$ cat src/design/osset_pkg.sv
// Package for the order-statistic set: operation codes, read selects, controller/datapath structs.
`default_nettype none

package osset_pkg;

	// Default width of a key; the universe is 0 .. 2^KEY_BITS - 1
	localparam int KEY_BITS_DEF = 10;

	// Operation codes
	localparam logic [1:0] OP_INSERT = 2'd0;
	localparam logic [1:0] OP_DELETE = 2'd1;
	localparam logic [1:0] OP_KTH    = 2'd2;
	localparam logic [1:0] OP_COUNT  = 2'd3;

	// Which tree node the datapath reads this cycle
	typedef logic [1:0] rd_sel_t;
	localparam rd_sel_t RD_NODE      = 2'd0; // current node
	localparam rd_sel_t RD_PARENT    = 2'd1; // parent of current node
	localparam rd_sel_t RD_LEFT      = 2'd2; // left child of current node
	localparam rd_sel_t RD_NEXT_LEFT = 2'd3; // left child of the node chosen this cycle

	// Commands from controller to datapath
	typedef struct packed {
		logic    clr_wr;    // clearing pass: zero one node
		logic    load;      // capture the input transfer
		logic    upd_wr;    // write node +/- 1 and climb
		logic    kth_step;  // descend one level for kth
		logic    cnt_step;  // descend one level for count
		logic    cnt_acc;   // add pending left-sibling count
		logic    res_kth;   // result: key found by kth
		logic    res_bad;   // result: invalid rank
		logic    res_cnt;   // result: count below key
		logic    out_load;  // move result into the output register
		rd_sel_t rd_sel;
	} dp_cmd_t;

	// Status from datapath to controller
	typedef struct packed {
		logic clr_last;     // last node of the clearing pass
		logic leaf_change;  // insert of absent key or delete of present key
		logic kth_bad;      // rank zero or above member count
		logic at_root;      // current node is the root
		logic last_lvl;     // final level of a descent
	} dp_sts_t;

endpackage

`default_nettype wire

$ cat src/design/osset_ctrl.sv
// Controller of the order-statistic set: sequences clearing, tree climbs and descents, output.
`default_nettype none

module osset_ctrl (
	input  logic               clk,
	input  logic               arst_n,
	input  logic               in_valid,
	output logic               in_ready,
	input  logic [1:0]         op,
	output logic               out_valid,
	input  logic               out_ready,
	output osset_pkg::dp_cmd_t cmd,
	input  osset_pkg::dp_sts_t sts
);
	import osset_pkg::*;

	localparam logic [3:0] S_CLR    = 4'd0;
	localparam logic [3:0] S_IDLE   = 4'd1;
	localparam logic [3:0] S_ULEAF  = 4'd2;
	localparam logic [3:0] S_UCHK   = 4'd3;
	localparam logic [3:0] S_UWALK  = 4'd4;
	localparam logic [3:0] S_KROOT  = 4'd5;
	localparam logic [3:0] S_KCHK   = 4'd6;
	localparam logic [3:0] S_KDESC  = 4'd7;
	localparam logic [3:0] S_CWALK  = 4'd8;
	localparam logic [3:0] S_CDRAIN = 4'd9;
	localparam logic [3:0] S_PUSH   = 4'd10;

	logic [3:0] state_q;
	logic [3:0] state_nxt;
	logic       out_valid_q;
	logic       slot_free;

	assign slot_free = !out_valid_q || out_ready;
	assign in_ready  = state_q == S_IDLE;
	assign out_valid = out_valid_q;

	// Next state and commands
	always_comb begin
		cmd       = '0;
		state_nxt = state_q;
		unique case (state_q)
			S_CLR: begin
				cmd.clr_wr = 1'b1;
				if (sts.clr_last) state_nxt = S_IDLE;
			end
			S_IDLE: begin
				if (in_valid) begin
					cmd.load = 1'b1;
					unique case (op) inside
						OP_INSERT, OP_DELETE: state_nxt = S_ULEAF;
						OP_KTH:               state_nxt = S_KROOT;
						default:              state_nxt = S_CWALK;
					endcase
				end
			end
			S_ULEAF: begin
				cmd.rd_sel = RD_NODE;
				state_nxt  = S_UCHK;
			end
			S_UCHK: begin
				if (sts.leaf_change) begin
					cmd.upd_wr = 1'b1;
					cmd.rd_sel = RD_PARENT;
					state_nxt  = S_UWALK;
				end else begin
					state_nxt = S_IDLE;
				end
			end
			S_UWALK: begin
				cmd.upd_wr = 1'b1;
				cmd.rd_sel = RD_PARENT;
				if (sts.at_root) state_nxt = S_IDLE;
			end
			S_KROOT: begin
				cmd.rd_sel = RD_NODE;
				state_nxt  = S_KCHK;
			end
			S_KCHK: begin
				if (sts.kth_bad) begin
					cmd.res_bad = 1'b1;
					state_nxt   = S_PUSH;
				end else begin
					cmd.rd_sel = RD_LEFT;
					state_nxt  = S_KDESC;
				end
			end
			S_KDESC: begin
				cmd.kth_step = 1'b1;
				cmd.rd_sel   = RD_NEXT_LEFT;
				if (sts.last_lvl) begin
					cmd.res_kth = 1'b1;
					state_nxt   = S_PUSH;
				end
			end
			S_CWALK: begin
				cmd.cnt_step = 1'b1;
				cmd.cnt_acc  = 1'b1;
				cmd.rd_sel   = RD_LEFT;
				if (sts.last_lvl) state_nxt = S_CDRAIN;
			end
			S_CDRAIN: begin
				cmd.res_cnt = 1'b1;
				state_nxt   = S_PUSH;
			end
			S_PUSH: begin
				if (slot_free) begin
					cmd.out_load = 1'b1;
					state_nxt    = S_IDLE;
				end
			end
			default: state_nxt = S_IDLE;
		endcase
	end

	// State register
	always_ff @(posedge clk or negedge arst_n) begin
		if (!arst_n) begin
			state_q <= S_CLR;
		end else begin
			state_q <= state_nxt;
		end
	end

	// Output valid: set on load, cleared when the result is transferred
	always_ff @(posedge clk or negedge arst_n) begin
		if (!arst_n) begin
			out_valid_q <= 1'b0;
		end else if (cmd.out_load) begin
			out_valid_q <= 1'b1;
		end else if (out_ready) begin
			out_valid_q <= 1'b0;
		end
	end

	// A transfer in always leaves the block busy next cycle
	a_busy_after_in: assert property (@(posedge clk) disable iff (!arst_n)
		in_valid && in_ready |=> !in_ready)
		else $error("input taken twice in a row");

	// A result appears only from the output push
	a_valid_from_push: assert property (@(posedge clk) disable iff (!arst_n)
		$rose(out_valid_q) |-> $past(state_q) == S_PUSH)
		else $error("output valid raised outside push");

	// A pending result is held while the output slot is occupied
	a_push_holds: assert property (@(posedge clk) disable iff (!arst_n)
		state_q == S_PUSH && out_valid_q && !out_ready |=> state_q == S_PUSH)
		else $error("pending result dropped");

	// No result push during the clearing pass
	a_no_out_in_clear: assert property (@(posedge clk) disable iff (!arst_n)
		state_q == S_CLR |-> !cmd.out_load && !in_ready)
		else $error("activity during clearing pass");

endmodule

`default_nettype wire

$ cat config.mk
export PLATFORM = sky130hd
export DESIGN_NAME = osset_ctrl
export DESIGN_NICKNAME = d
export VERILOG_FILES = /design/src/design/osset_pkg.sv /design/src/design/osset_ctrl.sv
export SDC_FILE = /design/constraint.sdc
export NUM_CORES = 1
export LEC_CHECK = 0
export ABC_AREA = 1
export BUFFER_PORTS_ARGS = -buffer_cell sky130_fd_sc_hd__buf_4
export CAP_MARGIN = 20
export CORE_MARGIN = 3
export CORE_UTILIZATION = 40
export CTS_CLUSTER_DIAMETER = 120
export DETAILED_ROUTE_END_ITERATION = 10
export HOLD_SLACK_MARGIN = 0.05
export PLACE_DENSITY = 0.72
export SLEW_MARGIN = 20
export SYNTH_ARGS = -nofsm -noshare
export SYNTH_HDL_FRONTEND = slang
export SYNTH_SLANG_ARGS = --single-unit
$ cat constraint.sdc
create_clock -name clk -period 1.3 [get_ports clk]
set_input_delay 0.39 -clock clk [delete_from_list [all_inputs] [get_ports clk]]
set_output_delay 0.39 -clock clk [all_outputs]
set_load 0.005 [all_outputs]
==> impl_metrics.ini <==
[setup_path]
cp_max_fo = 5
worst_setup_path_start_kind = register
crit_buf_inv = 3
worst-setup-path-type = reg2out
crit_family = flip-flops
r2r_slack_ns = -0.14
crit_chain = nor2_4 -> inv_2 -> nor2_2 -> inv_1 -> nand3_1 -> buf_4
critPathMaxStageDelay_ns = 0.45
end_kind = primary output
required_ns = 0.91
critPathSlowestCell = dfrtp_2
critPathArrivalTime_ns = 1.26

[clock_tree]
cts.sinks = 5
cts_tree = yes
cts.htree.levels = 1
worstSkewPairLatency_ns = 0.25
cts_root_buf = clkbuf_4
cts.path.max_buffers = 2
cts_made_buffers = 3
cts.reportedPaths.clkPinSlew_ns = 0.04

[power_and_ir_drop]
design_power_total_mw = 2.06
swShare_pct = 46.8
combPwrFrac_pct = 74.8
clkPwrFrac_pct = 9.1
switching_power_mw = 0.966
cellInternalPower_mw = 1.10
leakage_nw = 0.644
power_density_nw_per_um2 = 1980
ir_drop_uv = 1430
seq_power_share_pct = 16.0

[layout]
fin_util_pct = 86.6
diodes = 0
layout-drive-gt1-share_pct = 52.0
multi_input_area_um2 = 429
nets = 162
fill_cells = 71
regArea_um2 = 129
area_growth_pct = 86.7
stdcell_area_um2 = 1040

[sta]
maxSlewViolCount = 0
skew_ns = 0.00233
setup_viol = 17
slew_headroom_pct = 87.3
hold_viol = 0
setup_ws_ns = -0.349
period_needed_ns = 1.65
fmax_ghz = 0.607
worstMarginPinSlew_ns = 0.188
finalCritPeriodShare_pct = 127
rsz0062_at_grt = yes

[run]
maxCapViolations = 0

[detailed_routing]
drc = 0
first_pass_iters = 4
viasPerCell = 4.91
drt_iter0_drc = 30
totalWireLength_um = 2080
wl_per_cell_um = 12.7
antenna_left = 0
num_vias = 805

[global_routing]
track_usage_pct = 25.4
gr-total-overflow = 0
grt_pass1_wl_um = 3520
antenna_found_initial = 0
grt_pass1_vias = 766
grt_max_degree = 7

[synthesis]
synth.cell_area_um2 = 557
ys_ff_latch = 5
syn_nets = 114
synth_warnings = 0
ys_seq_area_share_pct = 22.5
ys_types = 13
netlist_instances = 103
avgSynthCellArea_um2 = 5.41

[floorplan]
die_x_um = 43.3
coreArea_um2 = 1200
fp.dieArea_um2 = 1880
io_pins = 25
fp.dieH_um = 43.3
row_count = 12
initial_utilization_pct = 46.4

[place]
post-place-ws_ns = -0.119
place_congestion = 0.915
placed_cell_area_um2 = 837
place_hpwl_um = 1410
port_buffers = 24

[worst_hold_path]
min_path_type = in2reg

[outcome]
outcome = finished with violations
violations = setup timing
-- cells in the mapped netlist, drive strengths merged --
cell type | n | area share, %
buf | 1 | 1.3
dfrtp | 5 | 22
inv | 20 | 13
nand2 | 42 | 30
nand3 | 9 | 8.1
nand3b | 1 | 1.3
nand4 | 1 | 1.1
nor2 | 22 | 20
o21ai | 2 | 1.8
-- flip-flops by register name (all words and copies together), names as in the netlist --
name and count:
state_q 4, out_valid 1
-- logic make-up after synthesis --
family / Yosys count / synth area share (%)
and+or+nand+nor: 75 / 60.9
buffers and inverters: 21 / 14.8
DFF: 5 / 22.5
AOI/OAI and AO/OA: 2 / 1.80
-- placed cells by master (no fill, tap or decap), types with 5 or more instances in the layout --
cell	Yosys	layout
nor2_4	3	7
nor2_1	16	12
buf_6	0	8
nand2_2	4	5
inv_1	18	13
nand3_1	9	7
nand2_4	0	5
nand2_1	38	32
inv_2	2	7
buf_4	1	35
-- final timing paths --
kind / startpoint / endpoint / depth (start not counted)
min reg2reg: out_valid / out_valid / 2
max in group asynchronous: arst_n / state_q[1] / 2
max reg2reg: state_q[1] / state_q[0] / 11
max: state_q[0] / cmd[0] / 6
min: out_ready / out_valid / 2
min in group asynchronous: arst_n / state_q[2] / 2
-- layer usage --
| metal | wire length, um | part of all wire, % | vias to the layer above | track usage, % |
|---|---|---|---|---|
| met5 | 0 | 0 | - | 0 |
| met4 | 31 | 1.5 | 0 | 7.23 |
| met3 | 197 | 9.5 | 4 | 8.05 |
| met2 | 1030 | 50 | 44 | 40.4 |
| met1 | 819 | 39 | 359 | 32.7 |
| li1 | - | - | 398 | - |
-- power by group through the flow --
stage	Clock (mW)	Combinational (mW)	Sequential [mW]
after global placement	0	1.16	0.286
after floorplan	0	0.658	0.286
after global routing	0.218	1.69	0.340
final	0.188	1.54	0.331
after detailed placement	0	1.16	0.288
after CTS	0.196	1.39	0.317
-- what timing repair did --
item                       in CTS  in global routing
hold buffers                    1                  0
setup endpoints to repair      17                 17
pin swaps                       7                 12
resized for setup              23                 14
hold endpoints to repair        5                  0
setup buffers                   5                  2
-- stage by stage --
stage          cells  hold slack [ns]  setup TNS (ns)
5_1_grt          164            0.385           -5.96
6_report         164            0.365           -4.58
2_1_floorplan    103           0.0944               0
3_3_place_gp     152            0.193          -0.915
3_5_place_dp     152            0.196           -1.10
4_1_cts          162            0.362           -4.20
-- cell type report --
| type | instances | share of cell area (%) |
|---|---|---|
| well taps | 14 | 1.68 |
| flip-flops and latches | 5 | 12.4 |
| multi-input cells | 77 | 41.3 |
| clock buffers | 4 | 2.53 |
| repair buffers | 44 | 34.9 |
| inverters | 20 | 7.22 |
No activity file was read; power rests on OpenSTA's default activity.
